`src/rtl/core/sliding_window_peak_rate_monitor_macros.svh`:
```
// Assertion macros for the sliding window peak rate monitor.
// Included by the top level only; needs nothing else.
`ifndef SLIDING_WINDOW_PEAK_RATE_MONITOR_MACROS_SVH
`define SLIDING_WINDOW_PEAK_RATE_MONITOR_MACROS_SVH

// Same-cycle implication, disabled during reset
`define SWPM_ASSERT_IMPLIES(label, clk, rst_n, ante, cons) \
  label: assert property (@(posedge clk) disable iff (!rst_n) (ante) |-> (cons)) \
    else $error("swpm: same-cycle check failed");

// Next-cycle implication, disabled during reset
`define SWPM_ASSERT_NEXT(label, clk, rst_n, ante, cons) \
  label: assert property (@(posedge clk) disable iff (!rst_n) (ante) |=> (cons)) \
    else $error("swpm: next-cycle check failed");

`endif

```
`src/rtl/core/swpm_pkg.sv`:
```
// Shared types and constants of the sliding window peak rate monitor.
// Used by the controller, the datapath and the top level; no dependencies.
package swpm_pkg;

  localparam int unsigned RING_DEPTH_DEF = 1024;

  localparam logic [9:0]  FAIL_LOW   = 10'd500;
  localparam logic [9:0]  FAIL_HIGH  = 10'd599;
  localparam logic [15:0] COUNT_MAX  = 16'hFFFF;
  localparam logic [31:0] WORD_MAX   = 32'hFFFF_FFFF;
  localparam logic [31:0] WINDOW_RST = 32'd60;

  localparam int unsigned IN_DATA_W  = 48;
  localparam int unsigned OUT_DATA_W = 136;

  // One ring slot: stamp of the event and its running index
  typedef struct packed {
    logic [31:0] index;
    logic [31:0] stamp;
  } ring_entry_t;

  // Commands from the controller to the datapath
  typedef struct packed {
    logic load;  // capture an input transaction
    logic push;  // write the record into the ring
    logic pop;   // retire the oldest entry
    logic eval;  // take the window count and update the peak
    logic emit;  // load the result register
  } cmd_t;

  // Status from the datapath to the controller
  typedef struct packed {
    logic timed;
    logic ring_empty;
    logic pop_hit;
    logic out_free;
  } status_t;

  typedef enum logic [4:0] {
    ST_IDLE  = 5'b00001,
    ST_PUSH  = 5'b00010,
    ST_FETCH = 5'b00100,
    ST_TEST  = 5'b01000,
    ST_DONE  = 5'b10000
  } state_e;

endpackage

```
`src/rtl/core/swpm_ctrl.sv`:
```
// Sequencer of the sliding window peak rate monitor.
// Depends on swpm_pkg for the command, status and state types.
module swpm_ctrl (
  input  logic               clk_i,
  input  logic               rst_ni,
  input  logic               in_valid_i,
  input  logic               in_timed_i,
  output logic               in_ready_o,
  input  swpm_pkg::status_t  st_i,
  output swpm_pkg::cmd_t     cmd_o
);

  swpm_pkg::state_e state_q, state_d;

  // Decide the next step and issue datapath commands
  always_comb begin
    state_d    = state_q;
    cmd_o      = '0;
    in_ready_o = 1'b0;
    case (state_q)
      swpm_pkg::ST_IDLE: begin
        in_ready_o = 1'b1;
        if (in_valid_i) begin
          cmd_o.load = 1'b1;
          if (in_timed_i) begin
            state_d = swpm_pkg::ST_PUSH;
          end else if (!st_i.ring_empty) begin
            state_d = swpm_pkg::ST_FETCH;
          end else begin
            state_d = swpm_pkg::ST_DONE;
          end
        end
      end
      swpm_pkg::ST_PUSH: begin
        cmd_o.push = 1'b1;
        state_d    = swpm_pkg::ST_FETCH;
      end
      swpm_pkg::ST_FETCH: begin
        // tail entry is read into the memory output register
        state_d = swpm_pkg::ST_TEST;
      end
      swpm_pkg::ST_TEST: begin
        if (st_i.timed && st_i.pop_hit) begin
          cmd_o.pop = 1'b1;
          state_d   = swpm_pkg::ST_FETCH;
        end else begin
          cmd_o.eval = 1'b1;
          state_d    = swpm_pkg::ST_DONE;
        end
      end
      swpm_pkg::ST_DONE: begin
        if (st_i.out_free) begin
          cmd_o.emit = 1'b1;
          state_d    = swpm_pkg::ST_IDLE;
        end
      end
      default: begin
        state_d = swpm_pkg::ST_IDLE;
      end
    endcase
  end

  // Hold the state
  always_ff @(posedge clk_i or negedge rst_ni) begin
    if (!rst_ni) begin
      state_q <= swpm_pkg::ST_IDLE;
    end else begin
      state_q <= state_d;
    end
  end

endmodule

```
`config.mk`:
```
export PLATFORM = sky130hd
export DESIGN_NAME = swpm_ctrl
export DESIGN_NICKNAME = d
export VERILOG_FILES = /design/src/rtl/core/sliding_window_peak_rate_monitor_macros.svh /design/src/rtl/core/swpm_pkg.sv /design/src/rtl/core/swpm_ctrl.sv
export SDC_FILE = /design/constraint.sdc
export NUM_CORES = 1
export LEC_CHECK = 0
export ABC_AREA = 1
export BUFFER_PORTS_ARGS = -buffer_cell sky130_fd_sc_hd__buf_4
export CORE_AREA = 2 2 39 41
export DETAILED_ROUTE_END_ITERATION = 6
export DIE_AREA = 0 0 41 43
export HOLD_SLACK_MARGIN = 0.05
export PLACE_DENSITY = 0.57
export SLEW_MARGIN = 20
export SYNTH_ARGS = -nofsm -noshare
export SYNTH_HDL_FRONTEND = slang
export SYNTH_SLANG_ARGS = --single-unit
```
`constraint.sdc`:
```
create_clock -name clk_i -period 2.2 [get_ports clk_i]
set_input_delay 0.44 -clock clk_i [delete_from_list [all_inputs] [get_ports clk_i]]
set_output_delay 0.44 -clock clk_i [all_outputs]
set_load 0.1 [all_outputs]
```
==> flow_metrics.tcl, run 1 <==
set metrics [dict create \
    drt-wirelength-per-cell_um 8.144 \
    area_growth_pct 44.25 \
    fmax_ghz 0.5245 \
    yosys_warnings 0 \
    grt_antenna_before_repair 0 \
    grt_overflow_total 0 \
    yosysUniqueCellTypes 14 \
    ctsLongestPathBuffers 2 \
    dpl_cell_area_um2 481.7 \
    postCtsHoldBufs 1 \
    startpoint "state_q[0]" \
    setup_tns_ns 0 \
    clkLatencyLatePin_ns 0.24 \
    setup_viol 0 \
    num_io_pins 14 \
    syn-num-nets 64 \
    hold_violations 0 \
    port_buffers 13 \
    synth_top_area_frac 0.2787 \
    internal-power_w 0.0003310 \
    largest_register_ffs 5 \
    wl_um 733 \
    min_from "in_timed_i" \
    relSlewSlack 0.8159 \
    peakVddDrop_v 0.001105 \
    ys_dominant_reg_cell "dfrtp_1" \
    clkTransAtPathRegs_ns 0.04 \
    endpoint_kind "output pin" \
    die_h_um 43 \
    die_area_um2 1763 \
    total_power_w 0.0008029 \
    final_antenna_net_count 0 \
    grt_pass1_vias 339 \
    numCtsBuffers 3 \
    grt_max_degree 9 \
    hold_class "input port to register" \
    synth_top_family_by_area "simple AND/OR/NAND/NOR gates" \
    period_needed_ns 1.907 \
    place.detailed.hpwl_um 629.7 \
    syn-cell-area_um2 359.1 \
    p_clk_frac 0.128 \
    p_comb_frac 0.663 \
    syn_inst 56 \
    postCtsSetupBuffers 0 \
    antennaDiodeCount 0 \
    top_regs "state_q: 5 flops" \
    synth_seq_cells 5 \
    r2r_start "state_q[0]" \
    worstPathRequired_ns 1.76 \
    cts-root-buf "clkbuf_4" \
    drc_errors 0 \
    drive_gt1_frac 0.3378 \
    avgSynthCellArea_um2 6.412 \
    post-route-period-util 0.8666 \
    power.leakage_nw 0.3161 \
    cp.arrival_ns 1.47 \
    rsz0062_at_grt "false" \
    yosys-top-cells-area "dfrtp_1, nand2_1, inv_1" \
    synthMuxAreaShare 0 \
    tritoncts "built" \
    seqPwrFrac 0.209 \
    synth-xor-area-share 0 \
    clock_sinks 5 \
    pwr_density_cell_nw_per_um2 1550 \
    cts_resized 0 \
    yosys.area_share.simple 0.4495 \
    vias_per_cell 4.189 \
    final_cell_area_um2 518.0 \
    p_sw_w 0.0004719 \
    rows 14 \
    ys_async_sr_fraction 1.000 \
    tightestPinTransition_ns 0.2784 \
    die_w_um 41 \
    routabilityCongestion 0.7149 \
    core-area_um2 1384 \
    h-tree-depth 1 \
    cap_viol_max_count 0 \
    worstSetupPathType "register to output pin" \
    ys_seq_area_frac 0.3519 \
    crit_fanout 4 \
    stdcell_count 90 \
    synth-adder-area-share 0 \
    worst_setup_path_start_kind "register" \
    dp.cells 85 \
    fin_nets 83 \
    status "completed" \
    synth_edf_count 0 \
    start_util 0.2595 \
    first_iter_violations 6 \
    grt_pass1_wl_um 1304 \
    regMostFlops "state_q" \
    switching_share 0.5877 \
    fill_cells 155 \
    grt.total_usage 0.1117 \
    skew_ns 0.0007079 \
    whs_ns 0.4743 \
    synth_largest_area_cell "dfrtp_1" \
    drv_slew 0 \
    synth_compound_area_frac 0.04181 \
    vias 377 \
    firstDrtPassIters 4 \
]
## power by group through the flow
stage	logic [W]	registers, W	clock network, W
CTS	0.000537	0.000168	0.000109
global route	0.000579	0.000174	0.000119
floorplan	0.000441	0.000163	0
finish	0.000532	0.000168	0.000103
global placement	0.000534	0.000169	0
detailed placement	0.000534	0.000170	0
## path summary, 6_finish.rpt
check,endpoint,slack (ns),depth (start not counted)
setup / recovery,cmd_o[4],0.29,5
hold / removal,state_q[1],0.47,3
setup reg to reg,state_q[4],1.00,7
hold reg to reg,state_q[4],0.60,2
max in group asynchronous,state_q[0],1.47,2
min in group asynchronous,state_q[2],0.54,2
## cells by family after synthesis
| kind of cell | count (synthesis) |
|---|---|
| buffers and inverters | 15 |
| AOI/OAI and AO/OA | 3 |
| and+or+nand+nor | 33 |
| DFF | 5 |
## final cells by class
class | instances | area, µm² | area share
multi-input cells | 36 | 181.4 | 0.3502
well taps | 16 | 20.02 | 0.03865
inverters | 15 | 56.30 | 0.1087
flip-flops and latches | 5 | 126.4 | 0.2440
repair buffers | 14 | 107.6 | 0.2077
clock buffers | 4 | 26.28 | 0.05072
## metal layers
| layer | wire, µm | global-route usage |
|---|---|---|
| met4 | 0 | 0.02000 |
| met5 | 0 | 0 |
| met1 | 318 | 0.1456 |
| met3 | 43 | 0.06283 |
| met2 | 372 | 0.1594 |
## cells in the mapped netlist, types with 2 or more instances
cell type  number
nor2_1          6
nand2_1        14
nand3_1         2
inv_2           2
a21oi_1         2
nor2_2          2
inv_1          13
dfrtp_1         4
nand4_1         6
## worst max-delay path, stage by stage, from the launching register on
cell and delay (ns):
dfstp_2 0.54, inv_2 0.05, nor2_2 0.13, nand3_2 0.12
nor2_2 0.10, buf_4 0.29
## through the flow
stage	util	setup slack (ns)
6_report	0.3743	0.2934
5_1_grt	0.3743	0.2296
4_1_cts	0.3743	0.2844
3_5_place_dp	0.3481	0.5535
3_3_place_gp	0.3481	0.5580
2_1_floorplan	-	0.1595
## placed cells by master, fill, tap and decap left out
cell and count:
nand2_1 14, nand4_1 6, clkbuf_1 1, inv_1 13, nand3_1 2, dlygate4sd3_1 1, inv_2 2, clkbuf_4 3
o21ai_1 1, a21oi_1 2, dfstp_2 1, buf_4 13, nand3_2 1, dfrtp_1 4, nor2_4 1, nor3_1 1
nor2_2 4, nor2_1 4
Note: power is estimated with default switching activity, not from simulation.
==> run 2, diff against run 1 <==
--- a/config.mk
+++ b/config.mk
@@ -12,6 +12,7 @@
 export DIE_AREA = 0 0 41 43
 export HOLD_SLACK_MARGIN = 0.05
 export PLACE_DENSITY = 0.57
+export RECOVER_POWER = 50
 export SLEW_MARGIN = 20
 export SYNTH_ARGS = -nofsm -noshare
 export SYNTH_HDL_FRONTEND = slang
==> run 2 against run 1 <==
Effect of this change:
- largest power group unchanged
- via count up 1.1%
- routed wire length down 0.55%
- largest cell class unchanged
- highest routed layer unchanged
- final cell count unchanged
- first-iteration DRC count did not move
- clock skew barely moved
- sequential share of layout area up 0.54 points
- non-clock buffer count unchanged
- critical endpoint unchanged
- hold slack better by 0.0021 ns
==> flow_metrics.tcl, run 2 (same netlist as run 1, synthesis figures left out) <==
set metrics [dict create \
    place_ws_ns 0.5535 \
    final_antenna_net_count 0 \
    crit_fanout 4 \
    status "completed" \
    drv_slew 0 \
    cap_viol_max_count 0 \
    firstDrtPassIters 4 \
    worstSetupPathType "register to output pin" \
    hold_class "input port to register" \
    pwr_density_cell_nw_per_um2 1555 \
    wl_um 729 \
    cts-root-buf "clkbuf_4" \
    fmax_ghz 0.5216 \
    first_iter_violations 6 \
    final_cell_area_um2 506.7 \
    ctsLongestPathBuffers 2 \
    grt_pass1_vias 339 \
    clock_sinks 5 \
    num_io_pins 14 \
    tritoncts "built" \
    rows 14 \
    hold_violations 0 \
    worst_setup_path_start_kind "register" \
    rsz0062_at_grt "false" \
    total_power_w 0.0007880 \
    setup_tns_ns 0 \
    setup_viol 0 \
    critical-path-slowest-cell "dfstp_2" \
    regMostFlops "state_q" \
    period_needed_ns 1.917 \
    routabilityCongestion 0.7149 \
    vias 381 \
    tightestPinTransition_ns 0.3035 \
    seq_area_um2 126.4 \
    die_w_um 41 \
    place.detailed.hpwl_um 629.7 \
    start_util 0.2595 \
    port_buffers 13 \
    worstPathRequired_ns 1.76 \
    drt-wirelength-per-cell_um 8.100 \
    die_area_um2 1763 \
    grt_overflow_total 0 \
    fill_cells 159 \
    drc_errors 0 \
    area_growth_pct 41.12 \
    grt_pass1_wl_um 1304 \
    path_cells "inv_2 > nor2_2 > nand3_1 > nor2_2 > buf_4" \
    drive_gt1_frac 0.2973 \
    fin_ws_ns 0.2827 \
    grt.total_usage 0.1117 \
    layout_commonest_cell "nand2_1" \
    clkTransAtPathRegs_ns 0.04 \
    dpl_cell_area_um2 481.7 \
    fin_nets 83 \
    utilization 0.3662 \
    peakVddDrop_v 0.001102 \
    top_regs "state_q: 5 flops" \
    cp_common_cell "nor2_2" \
    grt_max_degree 9 \
    power.leakage_nw 0.3095 \
    skew_ns 0.0007079 \
    final_cell_mix "nand2_1, inv_1, buf_4, nand4_1, nor2_1" \
    post-route-period-util 0.8715 \
    cp_slowest_stage_delay_ns 0.54 \
    vias_per_cell 4.233 \
    largest_register_ffs 5 \
    antennaDiodeCount 0 \
    postCtsSetupBuffers 0 \
    clkLatencyLatePin_ns 0.24 \
    endpoint_kind "output pin" \
    h-tree-depth 1 \
    core-area_um2 1384 \
    die_h_um 43 \
    relSlewSlack 0.7969 \
    cp.arrival_ns 1.48 \
    grt_antenna_before_repair 0 \
    multi_input_area_um2 173.9 \
    numCtsBuffers 3 \
    cts_resized 0 \
]
-- run 2: changes by cell type in the layout (fill, tap and decap cells not counted) --
cell and delta:
nand3_1 +1, nand3_2 -1, clkbuf_1 +1, buf_4 -1, nor2_1 +1, nor2_2 -1
o21ai_0 +1, o21ai_1 -1
-- run 2: path summary, 6_finish.rpt --
| kind | start | endpoint | depth (start not counted) | slack, ns |
|---|---|---|---|---|
| setup / recovery | state_q[0] | cmd_o[4] | 5 | 0.28 |
| hold / removal | in_timed_i | state_q[1] | 3 | 0.48 |
| setup reg to reg | state_q[0] | state_q[4] | 6 | 0.94 |
| hold reg to reg | state_q[4] | state_q[4] | 2 | 0.60 |
| max in group asynchronous | rst_ni | state_q[0] | 2 | 1.35 |
| min in group asynchronous | rst_ni | state_q[2] | 2 | 0.58 |
-- run 2: what timing repair did --
action,4_1_cts,5_1_grt
hold buffers,1,0
setup endpoints to repair,0,0
hold endpoints to repair,4,0
-- run 2: layer usage --
metal / GRT usage / vias up / share of wire
met1: 0.1456 / 165 / 0.44
met4: 0.02000 / 0 / 0
met3: 0.06283 / 0 / 0.059
met2: 0.1594 / 7 / 0.50
li1: - / 209 / -
met5: 0 / - / 0
-- run 2: cell type report --
cell class,instances,share of cell area
timing repair buffer,14,0.2049
clock buffer,4,0.05185
sequential,5,0.2494
inverter,15,0.1111
tap,16,0.03951
multi-input combinational,36,0.3432
-- run 2: critical path: cells and delay by family (launching register included) --
family	cells	cell delay, ns
DFF	1	0.54
and+or+nand+nor	3	0.37
buffers and inverters	2	0.34
-- run 2: power breakdown --
part	total [W]	switching, W	internal, W
Clock	0.000103	0.0000344	0.0000684
Combinational	0.000520	0.000395	0.000125
Sequential	0.000165	0.0000336	0.000132
Total	0.000788	0.000463	0.000325
-- run 2: through the flow --
step,hold slack [ns],std cells
after floorplan,0.1444,56
after global placement,0.2440,85
after detailed placement,0.2444,85
after CTS,0.4695,90
after global routing,0.4865,90
final,0.4764,90
==> run 3, diff against run 2 <==
--- a/config.mk
+++ b/config.mk
@@ -5,7 +5,6 @@
 export SDC_FILE = /design/constraint.sdc
 export NUM_CORES = 1
 export LEC_CHECK = 0
-export ABC_AREA = 1
 export BUFFER_PORTS_ARGS = -buffer_cell sky130_fd_sc_hd__buf_4
 export CORE_AREA = 2 2 39 41
 export DETAILED_ROUTE_END_ITERATION = 6
==> run 3 against run 2 <==
Effect of this change:
- global-route usage shrank 0.58 points
- largest cell class unchanged
- synthesized area shrank 2.8%
- synthesized cell count shrank 30%
- hold slack lost 0.041 ns
- final cell count shrank 19%
- non-clock buffer count is the same
- worst setup slack lost 0.19 ns
==> flow_metrics.tcl, run 3 <==
set metrics [dict create \
    status "completed" \
    synth_compound_area_frac 0.1290 \
    yosysUniqueCellTypes 22 \
    largest_register_ffs 5 \
    worstPathRequired_ns 1.76 \
    critical-path-slowest-cell "dfrtp_2" \
    ys_seq_area_frac 0.3620 \
    ys_dominant_reg_cell "dfrtp_1" \
    p_comb_frac 0.563 \
    route.layer.met1.wl_um 327 \
    period_needed_ns 2.103 \
    first_iter_violations 8 \
    ys_async_sr_fraction 1.000 \
    p_clk_frac 0.173 \
    ctsLongestPathBuffers 2 \
    place.detailed.hpwl_um 615.3 \
    die_area_um2 1763 \
    syn_inst 39 \
    relSlewSlack 0.7050 \
    hold_violations 0 \
    drv_slew 0 \
    syn-cell-area_um2 349.1 \
    cap_viol_max_count 0 \
    start_util 0.2523 \
    seqPwrFrac 0.264 \
    worstSetupPathType "register to output pin" \
    peakVddDrop_v 0.0006104 \
    grt_max_degree 8 \
    fmax_ghz 0.4755 \
    grt.total_usage 0.1058 \
    pwr_density_cell_nw_per_um2 1172 \
    area_growth_pct 49.10 \
    setup_tns_ns 0 \
    regMostFlops "state_q" \
    tightestPinTransition_ns 0.4370 \
    p_sw_w 0.0003257 \
    grt_pass1_wl_um 1207 \
    fill_cells 149 \
    met3WireLength_um 87 \
    synth_edf_count 0 \
    skew_ns 0.004325 \
    drt-wirelength-per-cell_um 10.51 \
    power.leakage_nw 0.2376 \
    clkTransAtPathRegs_ns 0.04 \
    avgSynthCellArea_um2 8.951 \
    drc_errors 0 \
    switching_share 0.5338 \
    h-tree-depth 1 \
    die_h_um 43 \
    synth-xor-area-share 0 \
    post-route-period-util 0.9560 \
    synth_largest_area_cell "dfrtp_1" \
    cp.arrival_ns 1.66 \
    grt_overflow_total 0 \
    hold_class "input port to register" \
    top_regs "state_q: 5 flops" \
    final_antenna_net_count 0 \
    vias 348 \
    rr_worst_depth 3 \
    routabilityCongestion 0.7520 \
    yosys_warnings 0 \
    wl_um 767 \
    yosys.area_share.simple 0.4659 \
    synth_seq_cells 5 \
    port_buffers 13 \
    synth.top_cells.by_count "dfrtp_1, inv_1, and3_1, nand2_1, nor2_1" \
    min_from "in_timed_i" \
    synth-adder-area-share 0 \
    whs_path_depth 2 \
    endpoint_kind "output pin" \
    clock_sinks 5 \
    total_power_w 0.0006102 \
    firstDrtPassIters 4 \
    highest_layer "met3" \
    layout_commonest_cell "buf_4" \
    drive_gt1_frac 0.3684 \
    core-area_um2 1384 \
    fin_nets 66 \
    cp_slowest_stage_delay_ns 0.45 \
    cts-root-buf "clkbuf_4" \
    tritoncts "built" \
    num_io_pins 14 \
    grt_pass1_vias 303 \
    path_cells "nor4b_4 > or3b_4 > inv_2 > buf_12" \
    die_w_um 41 \
    grt_antenna_before_repair 0 \
    r2r_start "state_q[1]" \
    route.met2.wl_um 351 \
    synth_top_area_frac 0.2867 \
    worst_setup_path_start_kind "register" \
    internal-power_w 0.0002845 \
    clkLatencyLatePin_ns 0.24 \
    startpoint "state_q[1]" \
    antennaDiodeCount 0 \
    syn-num-nets 47 \
    yosys-top-cells-area "dfrtp_1, dfstp_2, nor4b_4" \
    rows 14 \
    setup_viol 0 \
    rsz0062_at_grt "false" \
    synthMuxAreaShare 0 \
    numCtsBuffers 3 \
    crit_fanout 7 \
    vias_per_cell 4.767 \
    synth_top_family_by_area "simple AND/OR/NAND/NOR gates" \
]
-- run 3: cell count changes after synthesis, moves of 2 or more --
cell	change
nor2_2	-2
nor2b_1	+2
a32oi_1	+2
and3_1	+3
and2_1	+2
nor2_1	-3
inv_1	-9
nand4_1	-6
o311ai_0	+2
inv_2	-2
nand2_1	-11
-- run 3: timing repair --
| action | 4_1_cts | 5_1_grt |
|---|---|---|
| hold buffers | 1 | 0 |
| buffers inserted | 0 | 0 |
| pin swaps | 0 | 1 |
| setup endpoints to repair | 1 | 3 |
| gates resized for setup | 1 | 6 |
| endpoints found under the hold margin | 4 | 0 |
-- run 3: layout make-up --
cell class                 count  area, µm²  area share
clock buffer                   4      26.28     0.05048
inverter                       4      15.01     0.02885
multi-input combinational     30      215.2      0.4135
sequential                     5      127.6      0.2452
tap                           16      20.02     0.03846
timing repair buffer          14      116.4      0.2236
-- run 3: critical path, delay by kind of cell (launching register included) --
| kind | cells | cell delay, ns |
|---|---|---|
| AND/OR/NAND/NOR | 2 | 0.73 |
| buffers and inverters | 2 | 0.23 |
| flip-flops | 1 | 0.45 |
-- run 3: worst paths after layout --
| check | to | slack, ns |
|---|---|---|
| max | cmd_o[2] | 0.1 |
| max in group asynchronous | state_q[0] | 1.36 |
| min | state_q[1] | 0.44 |
| min reg2reg | state_q[3] | 0.67 |
| min in group asynchronous | state_q[4] | 0.57 |
| max reg2reg | state_q[2] | 0.69 |
-- run 3: through the flow --
step                      std cells  cell area (µm²)    util  setup slack, ns  hold WS [ns]
after floorplan                  39            349.1       -          0.03292        0.1444
after global placement           68            466.7  0.3373           0.2542        0.2425
after detailed placement         68            466.7  0.3373           0.2469        0.2438
after CTS                        73            506.7  0.3662          0.02787        0.4331
after global routing             73            520.5  0.3761          0.02128        0.4421
final                            73            520.5  0.3761          0.09685        0.4351
-- run 3: power groups by stage --
| stage | Sequential (W) | Combinational, W | Clock (W) |
|---|---|---|---|
| 6_report | 0.000161 | 0.000344 | 0.000105 |
| 5_1_grt | 0.000167 | 0.000365 | 0.000120 |
| 2_1_floorplan | 0.000151 | 0.000277 | 0 |
| 3_3_place_gp | 0.000160 | 0.000344 | 0 |
| 3_5_place_dp | 0.000159 | 0.000343 | 0 |
| 4_1_cts | 0.000158 | 0.000344 | 0.000108 |
-- run 3: logic make-up (layout without fill, tap and decap cells) --
family	count (synthesis)	in the layout
simple gates	24	24
compound gates	6	6
flops	5	5
buf+inv	4	22
-- run 3: per-layer routing --
layer,up-vias,track usage
met1,155,0.1433
met5,-,0
met2,13,0.1344
li1,180,-
met3,0,0.09424
met4,0,0
